===== src/design/pfrt_pkg.sv =====
// shared types, register indexes and constants of the pixel row frame tracker
package pfrt_pkg;

   localparam int WordWidth  = 64;
   localparam int DepthWidth = 5;
   localparam int PpwWidth   = 6;
   localparam int CountWidth = 9;
   localparam int FrameWidth = 17;
   localparam int TotalWidth = 32;
   localparam int ShutWidth  = 16;
   localparam int CsrIdxWidth = 3;
   localparam int DefaultColumns = 256;
   localparam int DefaultRows    = 256;

   typedef enum logic [CsrIdxWidth-1:0] {
      CSR_BYTE_REVERSE     = 3'd0,
      CSR_PIXEL_DEPTH      = 3'd1,
      CSR_TYPE_MASK        = 3'd2,
      CSR_CODE_START_FRAME = 3'd3,
      CSR_CODE_START_ROW   = 3'd4,
      CSR_CODE_MID_ROW     = 3'd5,
      CSR_CODE_END_ROW     = 3'd6,
      CSR_CODE_END_FRAME   = 3'd7
   } csr_index_type;

   typedef enum logic [2:0] {
      KIND_OTHER,
      KIND_START_ROW,
      KIND_END_ROW,
      KIND_START_FRAME,
      KIND_END_FRAME,
      KIND_MID_ROW
   } kind_type;

   typedef struct packed {
      logic                 byte_reverse;
      logic [WordWidth-1:0] type_mask;
      logic [WordWidth-1:0] start_frame;
      logic [WordWidth-1:0] start_row;
      logic [WordWidth-1:0] mid_row;
      logic [WordWidth-1:0] end_row;
      logic [WordWidth-1:0] end_frame;
   } class_cfg_type;

   localparam logic [WordWidth-1:0] RESET_TYPE_MASK   = 64'hF000_0000_0000_0000;
   localparam logic [WordWidth-1:0] RESET_START_FRAME = 64'h6000_0000_0000_0000;
   localparam logic [WordWidth-1:0] RESET_START_ROW   = 64'h4000_0000_0000_0000;
   localparam logic [WordWidth-1:0] RESET_MID_ROW     = 64'h3000_0000_0000_0000;
   localparam logic [WordWidth-1:0] RESET_END_ROW     = 64'h5000_0000_0000_0000;
   localparam logic [WordWidth-1:0] RESET_END_FRAME   = 64'h7000_0000_0000_0000;

   // pixels per word for each depth, depth zero counts as one
   localparam logic [PpwWidth-1:0] PPW_TABLE [32] = '{
      6'd60, 6'd60, 6'd30, 6'd20, 6'd15, 6'd12, 6'd10, 6'd8,
      6'd7,  6'd6,  6'd6,  6'd5,  6'd5,  6'd4,  6'd4,  6'd4,
      6'd3,  6'd3,  6'd3,  6'd3,  6'd3,  6'd2,  6'd2,  6'd2,
      6'd2,  6'd2,  6'd2,  6'd2,  6'd2,  6'd2,  6'd2,  6'd1
   };

   localparam logic [PpwWidth-1:0] RESET_PPW = 6'd5;

endpackage


===== src/design/pfrt_classify.sv =====
// byte reversal and word type decode
module pfrt_classify (
   input  logic [pfrt_pkg::WordWidth-1:0] word_in,
   input  pfrt_pkg::class_cfg_type        cfg,
   output logic [pfrt_pkg::WordWidth-1:0] word_out,
   output pfrt_pkg::kind_type             kind
);

   logic [pfrt_pkg::WordWidth-1:0] type_bits;

   always_comb begin
      for (int k = 0; k < 8; k++) begin
         word_out[8*k +: 8] = cfg.byte_reverse ? word_in[8*(7-k) +: 8] : word_in[8*k +: 8];
      end
   end

   assign type_bits = word_out & cfg.type_mask;

   // first match wins
   always_comb begin
      if (type_bits == cfg.start_row) begin
         kind = pfrt_pkg::KIND_START_ROW;
      end else if (type_bits == cfg.end_row) begin
         kind = pfrt_pkg::KIND_END_ROW;
      end else if (type_bits == cfg.start_frame) begin
         kind = pfrt_pkg::KIND_START_FRAME;
      end else if (type_bits == cfg.end_frame) begin
         kind = pfrt_pkg::KIND_END_FRAME;
      end else if (type_bits == cfg.mid_row) begin
         kind = pfrt_pkg::KIND_MID_ROW;
      end else begin
         kind = pfrt_pkg::KIND_OTHER;
      end
   end

endmodule


===== src/design/pixel_row_frame_tracker.sv =====
// pixel row frame tracker: word decode, row and frame counters, result register
//
// The req channel takes one 64-bit pixel word per transfer. Each word is decoded
// by its masked type bits, the row and frame counters are updated in the cycle
// of the transfer, and exactly one result is loaded into the rsp register.
// rsp_valid is set in the cycle after a req transfer. Throughput is one
// word per cycle: req_ready stays high while the rsp register is empty or is
// being taken in the same cycle, so a stalled receiver holds the result and
// stops new words only while it stalls. The per-word path is the type
// compares, a saturating pixel add and the 32-bit totals.
// Words of unknown type give a result with rsp_word_kept low.
// Reset clears all counters (pixel count of the row to the column count,
// shutter to one), empties the rsp register and loads the register defaults.
// The csr port writes a register with no read-back; writes are
// expected only while no word is in flight.
module pixel_row_frame_tracker #(
   parameter int COLUMNS = pfrt_pkg::DefaultColumns,
   parameter int ROWS    = pfrt_pkg::DefaultRows
) (
   input  logic                                clock,
   input  logic                                reset,
   input  logic                                req_valid,
   output logic                                req_ready,
   input  logic [pfrt_pkg::WordWidth-1:0]      req_pixel_word,
   output logic                                rsp_valid,
   input  logic                                rsp_ready,
   output logic [pfrt_pkg::WordWidth-1:0]      rsp_word_out,
   output logic                                rsp_word_kept,
   output logic [pfrt_pkg::FrameWidth-1:0]     rsp_word_index,
   output logic                                rsp_frame_closed,
   output logic [pfrt_pkg::FrameWidth-1:0]     rsp_closed_frame_lost,
   output logic [pfrt_pkg::FrameWidth-1:0]     rsp_closed_frame_words,
   output logic [pfrt_pkg::TotalWidth-1:0]     rsp_frames_total,
   output logic [pfrt_pkg::TotalWidth-1:0]     rsp_pixels_received_total,
   output logic [pfrt_pkg::TotalWidth-1:0]     rsp_pixels_lost_total,
   output logic [pfrt_pkg::ShutWidth-1:0]      rsp_shutter_number,
   output logic [pfrt_pkg::CountWidth-1:0]     rsp_rows_seen,
   input  logic                                csr_write_enable,
   input  logic [pfrt_pkg::CsrIdxWidth-1:0]    csr_index,
   input  logic [pfrt_pkg::WordWidth-1:0]      csr_write_data
);

   localparam int CW = pfrt_pkg::CountWidth;
   localparam int FW = pfrt_pkg::FrameWidth;
   localparam int TW = pfrt_pkg::TotalWidth;
   localparam int PW = pfrt_pkg::PpwWidth;
   localparam logic [CW-1:0] COLS_C  = CW'(COLUMNS);
   localparam logic [CW-1:0] ROWS_C  = CW'(ROWS);
   localparam logic [FW-1:0] COLS_F  = FW'(COLUMNS);
   localparam logic [CW-1:0] SAT_C   = {CW{1'b1}};
   localparam logic [FW-1:0] SAT_F   = {FW{1'b1}};

   // configuration
   pfrt_pkg::class_cfg_type cfg_ff;
   logic [PW-1:0]           ppw_ff;

   // tracking state
   logic [CW-1:0]                     row_count_ff, row_count_in;
   logic [CW-1:0]                     row_pixel_ff, row_pixel_in;
   logic [FW-1:0]                     frame_lost_ff, frame_lost_in;
   logic [FW-1:0]                     frame_words_ff, frame_words_in;
   logic [TW-1:0]                     received_ff, received_in;
   logic [TW-1:0]                     lost_total_ff, lost_total_in;
   logic [TW-1:0]                     frame_total_ff, frame_total_in;
   logic [pfrt_pkg::ShutWidth-1:0]    shutter_ff, shutter_in;

   // result register
   logic                              rsp_valid_ff;
   logic [pfrt_pkg::WordWidth-1:0]    word_out_ff;
   logic                              kept_ff, kept_in;
   logic [FW-1:0]                     index_ff, index_in;
   logic                              closed_ff, closed_in;
   logic [FW-1:0]                     closed_lost_ff, closed_lost_in;
   logic [FW-1:0]                     closed_words_ff, closed_words_in;

   logic [pfrt_pkg::WordWidth-1:0]    word_dec;
   pfrt_pkg::kind_type                kind;
   logic                              accept;

   logic [CW:0]    pixel_sum;
   logic [CW-1:0]  pixel_sat;
   logic [CW-1:0]  pixel_floor;
   logic [CW-1:0]  rc_base;
   logic [CW-1:0]  rc_inc;
   logic [CW-1:0]  lost_row;
   logic [FW-1:0]  lost_frame;
   logic [FW:0]    flc_sum_a, flc_sum_b;
   logic [FW-1:0]  flc_a;
   logic [FW:0]    fwc_sum;
   logic [FW-1:0]  fwc_inc;
   logic [CW-1:0]  pad;
   logic [PW-1:0]  rx_add;
   logic           close_early;
   logic           is_eof;

   pfrt_classify u_classify (
      .word_in  (req_pixel_word),
      .cfg      (cfg_ff),
      .word_out (word_dec),
      .kind     (kind)
   );

   assign req_ready = !rsp_valid_ff || rsp_ready;
   assign accept    = req_valid && req_ready;

   always_ff @(posedge clock) begin
      if (reset) begin
         cfg_ff.byte_reverse <= 1'b0;
         cfg_ff.type_mask    <= pfrt_pkg::RESET_TYPE_MASK;
         cfg_ff.start_frame  <= pfrt_pkg::RESET_START_FRAME;
         cfg_ff.start_row    <= pfrt_pkg::RESET_START_ROW;
         cfg_ff.mid_row      <= pfrt_pkg::RESET_MID_ROW;
         cfg_ff.end_row      <= pfrt_pkg::RESET_END_ROW;
         cfg_ff.end_frame    <= pfrt_pkg::RESET_END_FRAME;
         ppw_ff              <= pfrt_pkg::RESET_PPW;
      end else if (csr_write_enable) begin
         case (pfrt_pkg::csr_index_type'(csr_index))
            pfrt_pkg::CSR_BYTE_REVERSE:     cfg_ff.byte_reverse <= csr_write_data[0];
            pfrt_pkg::CSR_PIXEL_DEPTH:
               ppw_ff <= pfrt_pkg::PPW_TABLE[csr_write_data[pfrt_pkg::DepthWidth-1:0]];
            pfrt_pkg::CSR_TYPE_MASK:        cfg_ff.type_mask   <= csr_write_data;
            pfrt_pkg::CSR_CODE_START_FRAME: cfg_ff.start_frame <= csr_write_data;
            pfrt_pkg::CSR_CODE_START_ROW:   cfg_ff.start_row   <= csr_write_data;
            pfrt_pkg::CSR_CODE_MID_ROW:     cfg_ff.mid_row     <= csr_write_data;
            pfrt_pkg::CSR_CODE_END_ROW:     cfg_ff.end_row     <= csr_write_data;
            pfrt_pkg::CSR_CODE_END_FRAME:   cfg_ff.end_frame   <= csr_write_data;
            default: ;
         endcase
      end
   end

   // shared arithmetic
   always_comb begin
      pixel_sum   = {1'b0, row_pixel_ff} + (CW+1)'(ppw_ff);
      pixel_sat   = pixel_sum[CW] ? SAT_C : pixel_sum[CW-1:0];
      pixel_floor = (pixel_sat < COLS_C) ? COLS_C : pixel_sat;
      rc_base     = (kind == pfrt_pkg::KIND_START_ROW && row_count_ff == '0) ?
                    CW'(1) : row_count_ff;
      rc_inc      = (rc_base == SAT_C) ? SAT_C : rc_base + CW'(1);
   end

   // next state and result
   always_comb begin
      lost_row     = '0;
      lost_frame   = '0;
      close_early  = 1'b0;
      is_eof       = 1'b0;
      kept_in      = 1'b1;
      row_count_in = row_count_ff;
      row_pixel_in = row_pixel_ff;

      case (kind)
         pfrt_pkg::KIND_START_ROW: begin
            if (row_pixel_ff < COLS_C) lost_row = COLS_C - row_pixel_ff;
            row_count_in = rc_inc;
            close_early  = rc_inc > ROWS_C;
            row_pixel_in = CW'(ppw_ff);
         end
         pfrt_pkg::KIND_END_ROW: begin
            if (pixel_sat < COLS_C) lost_row = COLS_C - pixel_sat;
            row_pixel_in = pixel_floor;
            if (row_count_ff >= ROWS_C) begin
               row_pixel_in = CW'(ppw_ff);
               close_early  = 1'b1;
            end
         end
         pfrt_pkg::KIND_START_FRAME: begin
            if (row_pixel_ff < COLS_C) lost_row = COLS_C - row_pixel_ff;
            row_count_in = rc_inc;
            row_pixel_in = CW'(ppw_ff);
         end
         pfrt_pkg::KIND_END_FRAME: begin
            is_eof = 1'b1;
            if (pixel_sat < COLS_C) lost_row = COLS_C - pixel_sat;
            row_pixel_in = pixel_floor;
            if (row_count_ff < ROWS_C) lost_frame = FW'(ROWS_C - row_count_ff) * COLS_F;
         end
         pfrt_pkg::KIND_MID_ROW: begin
            row_pixel_in = pixel_sat;
            if (pixel_sat >= COLS_C) begin
               row_count_in = rc_inc;
               close_early  = rc_inc > ROWS_C;
               row_pixel_in = CW'(ppw_ff);
            end
         end
         default: kept_in = 1'b0;
      endcase

      flc_sum_a = {1'b0, frame_lost_ff} + (FW+1)'(lost_row);
      flc_a     = flc_sum_a[FW] ? SAT_F : flc_sum_a[FW-1:0];
      flc_sum_b = {1'b0, flc_a} + {1'b0, lost_frame};

      lost_total_in = lost_total_ff + TW'(lost_row) + TW'(lost_frame);

      fwc_sum = close_early ? (FW+1)'(1) : {1'b0, frame_words_ff} + (FW+1)'(1);
      fwc_inc = fwc_sum[FW] ? SAT_F : fwc_sum[FW-1:0];

      index_in  = (kept_in && !close_early) ? frame_words_ff : '0;
      closed_in = close_early || (is_eof && kept_in);

      if (close_early) begin
         closed_lost_in  = flc_a;
         closed_words_in = frame_words_ff;
      end else if (is_eof) begin
         closed_lost_in  = flc_sum_b[FW] ? SAT_F : flc_sum_b[FW-1:0];
         closed_words_in = fwc_inc;
      end else begin
         closed_lost_in  = '0;
         closed_words_in = '0;
      end

      if (closed_in) begin
         row_count_in   = '0;
         frame_lost_in  = '0;
         frame_total_in = frame_total_ff + TW'(1);
         shutter_in     = shutter_ff + 16'd1;
      end else begin
         frame_lost_in  = flc_a;
         frame_total_in = frame_total_ff;
         shutter_in     = shutter_ff;
      end

      if (!kept_in) begin
         frame_words_in = frame_words_ff;
      end else if (is_eof) begin
         frame_words_in = '0;
      end else begin
         frame_words_in = fwc_inc;
      end

      pad    = row_pixel_in - COLS_C;
      rx_add = '0;
      if (row_pixel_in > COLS_C) begin
         if (pad < CW'(ppw_ff)) rx_add = ppw_ff - PW'(pad);
      end else begin
         rx_add = ppw_ff;
      end
      received_in = kept_in ? received_ff + TW'(rx_add) : received_ff;
   end

   always_ff @(posedge clock) begin
      if (reset) begin
         row_count_ff   <= '0;
         row_pixel_ff   <= COLS_C;
         frame_lost_ff  <= '0;
         frame_words_ff <= '0;
         received_ff    <= '0;
         lost_total_ff  <= '0;
         frame_total_ff <= '0;
         shutter_ff     <= 16'd1;
      end else if (accept) begin
         row_count_ff   <= row_count_in;
         row_pixel_ff   <= row_pixel_in;
         frame_lost_ff  <= frame_lost_in;
         frame_words_ff <= frame_words_in;
         received_ff    <= received_in;
         lost_total_ff  <= lost_total_in;
         frame_total_ff <= frame_total_in;
         shutter_ff     <= shutter_in;
      end
   end

   always_ff @(posedge clock) begin
      if (reset) begin
         rsp_valid_ff <= 1'b0;
      end else if (accept) begin
         rsp_valid_ff <= 1'b1;
      end else if (rsp_ready) begin
         rsp_valid_ff <= 1'b0;
      end
   end

   always_ff @(posedge clock) begin
      if (accept) begin
         word_out_ff     <= word_dec;
         kept_ff         <= kept_in;
         index_ff        <= index_in;
         closed_ff       <= closed_in;
         closed_lost_ff  <= closed_lost_in;
         closed_words_ff <= closed_words_in;
      end
   end

   assign rsp_valid                 = rsp_valid_ff;
   assign rsp_word_out              = word_out_ff;
   assign rsp_word_kept             = kept_ff;
   assign rsp_word_index            = index_ff;
   assign rsp_frame_closed          = closed_ff;
   assign rsp_closed_frame_lost     = closed_lost_ff;
   assign rsp_closed_frame_words    = closed_words_ff;
   assign rsp_frames_total          = frame_total_ff;
   assign rsp_pixels_received_total = received_ff;
   assign rsp_pixels_lost_total     = lost_total_ff;
   assign rsp_shutter_number        = shutter_ff;
   assign rsp_rows_seen             = row_count_ff;

   a_accept_loads_result: assert property (@(posedge clock) disable iff (reset)
      accept |=> rsp_valid)
      else $error("accepted word gave no result");

   a_dropped_never_closes: assert property (@(posedge clock) disable iff (reset)
      rsp_valid && !rsp_word_kept |-> !rsp_frame_closed && rsp_word_index == '0)
      else $error("dropped word closed a frame or carried an index");

   a_close_clears_rows: assert property (@(posedge clock) disable iff (reset)
      rsp_valid && rsp_frame_closed |-> rsp_rows_seen == '0)
      else $error("frame closed with rows still counted");

   a_close_bumps_frames: assert property (@(posedge clock) disable iff (reset)
      accept && closed_in |=> rsp_frames_total == $past(frame_total_ff) + 32'd1)
      else $error("frame close did not advance the frame total");

endmodule

===== config.mk =====
export PLATFORM = sky130hd
export DESIGN_NAME = pixel_row_frame_tracker
export DESIGN_NICKNAME = d
export VERILOG_FILES = /design/src/design/pfrt_pkg.sv /design/src/design/pfrt_classify.sv /design/src/design/pixel_row_frame_tracker.sv
export SDC_FILE = /design/constraint.sdc
export NUM_CORES = 2
export LEC_CHECK = 0
export BUFFER_PORTS_ARGS = -buffer_cell sky130_fd_sc_hd__buf_2
export CORE_MARGIN = 1.5
export CORE_UTILIZATION = 35
export CTS_CLUSTER_SIZE = 24
export DETAILED_ROUTE_END_ITERATION = 16
export PLACE_DENSITY = 0.48
export SLEW_MARGIN = 20
export SYNTH_ARGS = -nofsm -noshare
export SYNTH_HDL_FRONTEND = slang
export SYNTH_SLANG_ARGS = --single-unit

===== constraint.sdc =====
create_clock -name clock -period 9.4 [get_ports clock]
set_clock_uncertainty 0.15 [all_clocks]
set_input_delay 0.47 -clock clock [delete_from_list [all_inputs] [get_ports clock]]
set_output_delay 0.47 -clock clock [all_outputs]
set_load 0.1 [all_outputs]

==> metrics.txt <==
# TYPE chip_impl_metric gauge
chip_impl_metric{name="placed_cell_area",unit="um2"} 36900
chip_impl_metric{name="synthDistinctLibCells",unit=""} 79
chip_impl_metric{name="peak_freq",unit="MHz"} 113
chip_impl_metric{name="hpwlAfterDp",unit="mm"} 96.5
chip_impl_metric{name="post_synth.cell_area_avg",unit="um2"} 8.30
chip_impl_info{name="cts_tree",value="built"} 1
chip_impl_metric{name="syn-cell-area",unit="um2"} 33800
chip_impl_metric{name="global_route_wire_length_before_repair",unit="mm"} 193
chip_impl_info{name="cts_root_buf",value="clkbuf_16"} 1
chip_impl_metric{name="post_synth_inst_count",unit=""} 4068
chip_impl_metric{name="setup-violations-final",unit=""} 0
chip_impl_metric{name="timing.critical_path.slowest_cell_delay",unit="ns"} 0.81
chip_impl_metric{name="transition_time_at_the_pin_with_the_least_slew_margin",unit="ns"} 1.21
chip_impl_metric{name="period_share",unit="%"} 93.8
chip_impl_metric{name="dieWidth",unit="um"} 314
chip_impl_metric{name="timing.final.hold_violations",unit=""} 0
chip_impl_metric{name="io_buffers",unit=""} 375
chip_impl_metric{name="dp.cells",unit=""} 5559
chip_impl_metric{name="nets_in_the_synthesized_netlist",unit=""} 4299
chip_impl_metric{name="initial_util",unit="%"} 35.4
chip_impl_info{name="timing.critical_path.to",value="rsp_closed_frame_lost[13]$_DFFE_PP_"} 1
chip_impl_metric{name="core_area",unit="um2"} 95300
chip_impl_metric{name="critPathArrivalTime",unit="ns"} 9.05
chip_impl_info{name="r2r-start",value="cfg_ff[384]$_SDFFE_PP0P_"} 1
chip_impl_info{name="worstSetupEndpointType",value="flop"} 1
chip_impl_metric{name="drtPass1Iterations",unit=""} 6
chip_impl_metric{name="grt_overflow_total",unit=""} 0
chip_impl_metric{name="route.layer.met1.wl",unit="mm"} 57.7
chip_impl_metric{name="timing.reg2reg.worst_path_depth",unit=""} 38
chip_impl_metric{name="final_area",unit="um2"} 40500
chip_impl_metric{name="period_needed",unit="ns"} 8.82
chip_impl_metric{name="final_net_count",unit=""} 4685
chip_impl_metric{name="synth-seq-area-share",unit="%"} 43.4
chip_impl_metric{name="floorplan.die.height",unit="um"} 314
chip_impl_metric{name="total_power",unit="mW"} 7.23
chip_impl_metric{name="ant_nets",unit=""} 0
chip_impl_metric{name="wl_per_cell",unit="um"} 22.9
chip_impl_metric{name="final_layout_size_suffix_gt1_share",unit="%"} 15.0
chip_impl_metric{name="avgViaCountPerCell",unit=""} 5.23
chip_impl_metric{name="grt_max_degree",unit=""} 199
chip_impl_metric{name="dieArea",unit="um2"} 98400
chip_impl_metric{name="first_global_vias",unit=""} 28369
chip_impl_metric{name="cp_data_required_time",unit="ns"} 9.63
chip_impl_metric{name="power.leakage",unit="nW"} 15.5
chip_impl_metric{name="timing.max_slew.rel_slack",unit="%"} 19.5
chip_impl_info{name="worst_r2r_endpoint",value="rsp_closed_frame_lost[13]$_DFFE_PP_"} 1
chip_impl_metric{name="final_cell_count_no_fill",unit=""} 5795
chip_impl_metric{name="initial_antenna_violation_count",unit=""} 15
chip_impl_metric{name="numClockSinks",unit=""} 673
chip_impl_info{name="routed.top_layer",value="met5"} 1
chip_impl_metric{name="cts_htree_levels",unit=""} 3
chip_impl_metric{name="worst-path-max-fanout",unit=""} 28
chip_impl_info{name="run_status",value="complete, no violations"} 1
chip_impl_metric{name="grt_util_all_layers",unit="%"} 26.3
chip_impl_info{name="critical_path_most_common_cell",value="a21oi_1"} 1
chip_impl_info{name="cell_with_the_largest_stage_delay_on_the_worst_path",value="nor4b_1"} 1
chip_impl_metric{name="postSynth.asyncResetShare",unit="%"} 0
chip_impl_info{name="startpoint",value="cfg_ff[384]$_SDFFE_PP0P_"} 1
chip_impl_metric{name="design.portCount",unit=""} 376
chip_impl_metric{name="synth_enable_flop_cells",unit=""} 117
chip_impl_info{name="min-delay-path-class",value="input port to flop"} 1
chip_impl_metric{name="number_of_buffers_on_the_longest_clock_path",unit=""} 3
chip_impl_info{name="crit_path_launch_type",value="flop"} 1
chip_impl_metric{name="worst_skew_pair.late_latency",unit="ns"} 0.68
chip_impl_metric{name="finalSetupTns",unit="ns"} 0
chip_impl_metric{name="yosys_warnings",unit=""} 0
chip_impl_metric{name="power.density",unit="nW/um2"} 178
chip_impl_metric{name="synth-seq-cells",unit=""} 673
chip_impl_metric{name="wirelength",unit="mm"} 133
chip_impl_metric{name="met2RoutedLength",unit="mm"} 62.2
chip_impl_metric{name="rows",unit=""} 113
chip_impl_metric{name="drt_iter0_drc",unit=""} 2507
chip_impl_metric{name="worst_setup_hold_path_clk_slew",unit="ns"} 0.06
chip_impl_metric{name="wire_length_on_met3",unit="mm"} 7.23
chip_impl_info{name="dominantRegCellSynth",value="dfxtp_1"} 1
chip_impl_metric{name="max-vdd-ir-drop",unit="V"} 0.000118
chip_impl_metric{name="gp_congestion",unit=""} 0.940
chip_impl_metric{name="flow.area_growth_from_synthesis",unit="%"} 20.0
chip_impl_info{name="worstSetupPathType",value="flop to flop"} 1
chip_impl_metric{name="post-route-drc-count",unit=""} 0
chip_impl_metric{name="max_cap_violations",unit=""} 0
chip_impl_metric{name="cts_buffers",unit=""} 82
chip_impl_metric{name="detailroute.via_count",unit=""} 30311
chip_impl_metric{name="r2r_slack",unit="ns"} 0.58
chip_impl_metric{name="timing_max_transition_violations_final",unit=""} 0
[layout make-up]
type	count	area, um2
Antenna cell	7	17.5
Clock buffer	125	2450
Clock inverter	28	350
Fill cell	9802	54800
Inverter	155	587
Multi-Input combinational cell	3032	17800
Sequential cell	673	14600
Tap cell	1265	1580
Timing Repair Buffer	510	3120
[where the power goes]
group / total [mW] / internal [mW] / switching (mW)
Sequential: 3.06 / 3.00 / 0.0511
Combinational: 0.856 / 0.227 / 0.630
Clock: 3.32 / 1.95 / 1.37
Total: 7.23 / 5.18 / 2.05
[routing by layer]
metal / vias up / global-route usage, %
met2: 892 / 43.2
met1: 14511 / 34.7
met4: 4 / 10.8
met5: - / 0
met3: 208 / 3.52
li1: 14696 / -
[repair_timing]
action,CTS,global route
setup endpoints to repair,0,42
endpoints found under the hold margin,316,0
gates resized for setup,0,5
hold buffers,74,0
buffers inserted,0,2
[critical path: cells and delay by family, from the launching register on]
kind                     cells  cell delay (ns)
flip-flops                   1             0.51
buffers and inverters        6             1.02
adder cells (fa/ha/maj)      2             0.59
AO/OA/AOI/OAI               18             3.12
AND/OR/NAND/NOR             11             2.69
multiplexers                 1             0.39
[stage by stage]
step | worst slack [ns] | hold WS [ns] | util [%]
2_1_floorplan | 1.83 | 0.286 | -
3_3_place_gp | 0.662 | 0.294 | 38.8
3_5_place_dp | 0.586 | 0.300 | 38.8
4_1_cts | 0.286 | 0.000466 | 42.5
5_1_grt | -0.00399 | 0.0151 | 42.5
6_report | 0.582 | 0.0379 | 42.5
[how the worst min path moves through the flow]
stage                                       start                             to  slack [ns]  depth (start not counted)
floorplan           frame_lost_ff[4]$_SDFFE_PP0P_  frame_lost_ff[4]$_SDFFE_PP0P_        0.29                          2
global placement    frame_lost_ff[8]$_SDFFE_PP0P_  frame_lost_ff[8]$_SDFFE_PP0P_        0.29                          2
detailed placement  frame_lost_ff[8]$_SDFFE_PP0P_  frame_lost_ff[8]$_SDFFE_PP0P_        0.30                          2
CTS                            req_pixel_word[58]      rsp_word_out[2]$_DFFE_PP_      0.0005                          2
global route                   req_pixel_word[21]     rsp_word_out[45]$_DFFE_PP_        0.02                          2
finish                         req_pixel_word[58]      rsp_word_out[2]$_DFFE_PP_        0.04                          2
[cells in the mapped netlist (7+ instances only)]
master | instances | area, um2
o21ai_0 | 109 | 546
ha_1 | 88 | 1100
or3_1 | 44 | 275
inv_1 | 134 | 503
or4_1 | 12 | 90.1
nand4_1 | 66 | 413
xor2_1 | 171 | 1500
mux2_4 | 12 | 180
a22o_1 | 11 | 96.3
nand3b_1 | 11 | 82.6
mux2_2 | 23 | 259
o31ai_1 | 12 | 90.1
o21bai_1 | 9 | 67.6
mux2i_1 | 44 | 440
nor2b_1 | 15 | 93.8
a211o_1 | 10 | 87.6
o22ai_1 | 24 | 150
nand3_1 | 70 | 350
clkbuf_1 | 177 | 664
nor4_1 | 46 | 288
and3_1 | 29 | 181
a21oi_1 | 522 | 2610
nor3_1 | 63 | 315
nand2b_1 | 13 | 81.3
nor4b_1 | 33 | 289
inv_2 | 21 | 78.8
a21o_1 | 20 | 150
dfxtp_1 | 556 | 11100
a211oi_1 | 19 | 143
a21boi_0 | 39 | 293
nand2_2 | 18 | 113
o21ai_1 | 9 | 45.0
and3b_1 | 30 | 263
nand2_1 | 963 | 3610
buf_1 | 17 | 63.8
edfxtp_1 | 117 | 3510
and2_1 | 23 | 144
and4_1 | 10 | 87.6
fa_1 | 7 | 140
nor2_1 | 186 | 698
o21a_1 | 13 | 97.6
xnor2_1 | 189 | 1660
[placed cells by master (no fill, tap or decap), drive strengths merged, types with 70 or more instances in the layout]
master,synthesis,final
xnor2,189,189
buf,31,436
dlygate4sd3,0,74
xor2,171,171
ha,88,88
nand2,981,981
clkbuf,177,125
a21oi,522,522
o21ai,118,118
nand3,70,70
dfxtp,556,556
edfxtp,117,117
nor2,187,187
inv,155,159
[flip-flops by register name, summed over array words and instances (netlist names)]
name / count
rsp_pixels_received_total: 32
rsp_closed_frame_lost: 17
rsp_rows_seen: 9
row_pixel_ff: 9
rsp_closed_frame_words: 17
rsp_word_kept: 1
rsp_word_index: 17
rsp_shutter_number: 16
rsp_frames_total: 32
rsp_frame_closed: 1
rsp_pixels_lost_total: 32
ppw_ff: 6
rsp_word_out: 64
rsp_valid: 1
frame_words_ff: 17
cfg_ff: 385
frame_lost_ff: 17
[kinds of logic (layout without fill, tap and decap cells)]
kind of cell	Yosys count	in the layout	synth area share (%)
XOR/XNOR	360	360	9.34
other	0	7	0
flip-flops	673	673	43.4
AND/OR/NAND/NOR	1653	1653	22.4
AO/OA/AOI/OAI	838	838	14.1
multiplexers	84	84	2.78
buffers and inverters	363	818	4.22
adder cells (fa/ha/maj)	97	97	3.73
Note: power is estimated with default switching activity, not from simulation.
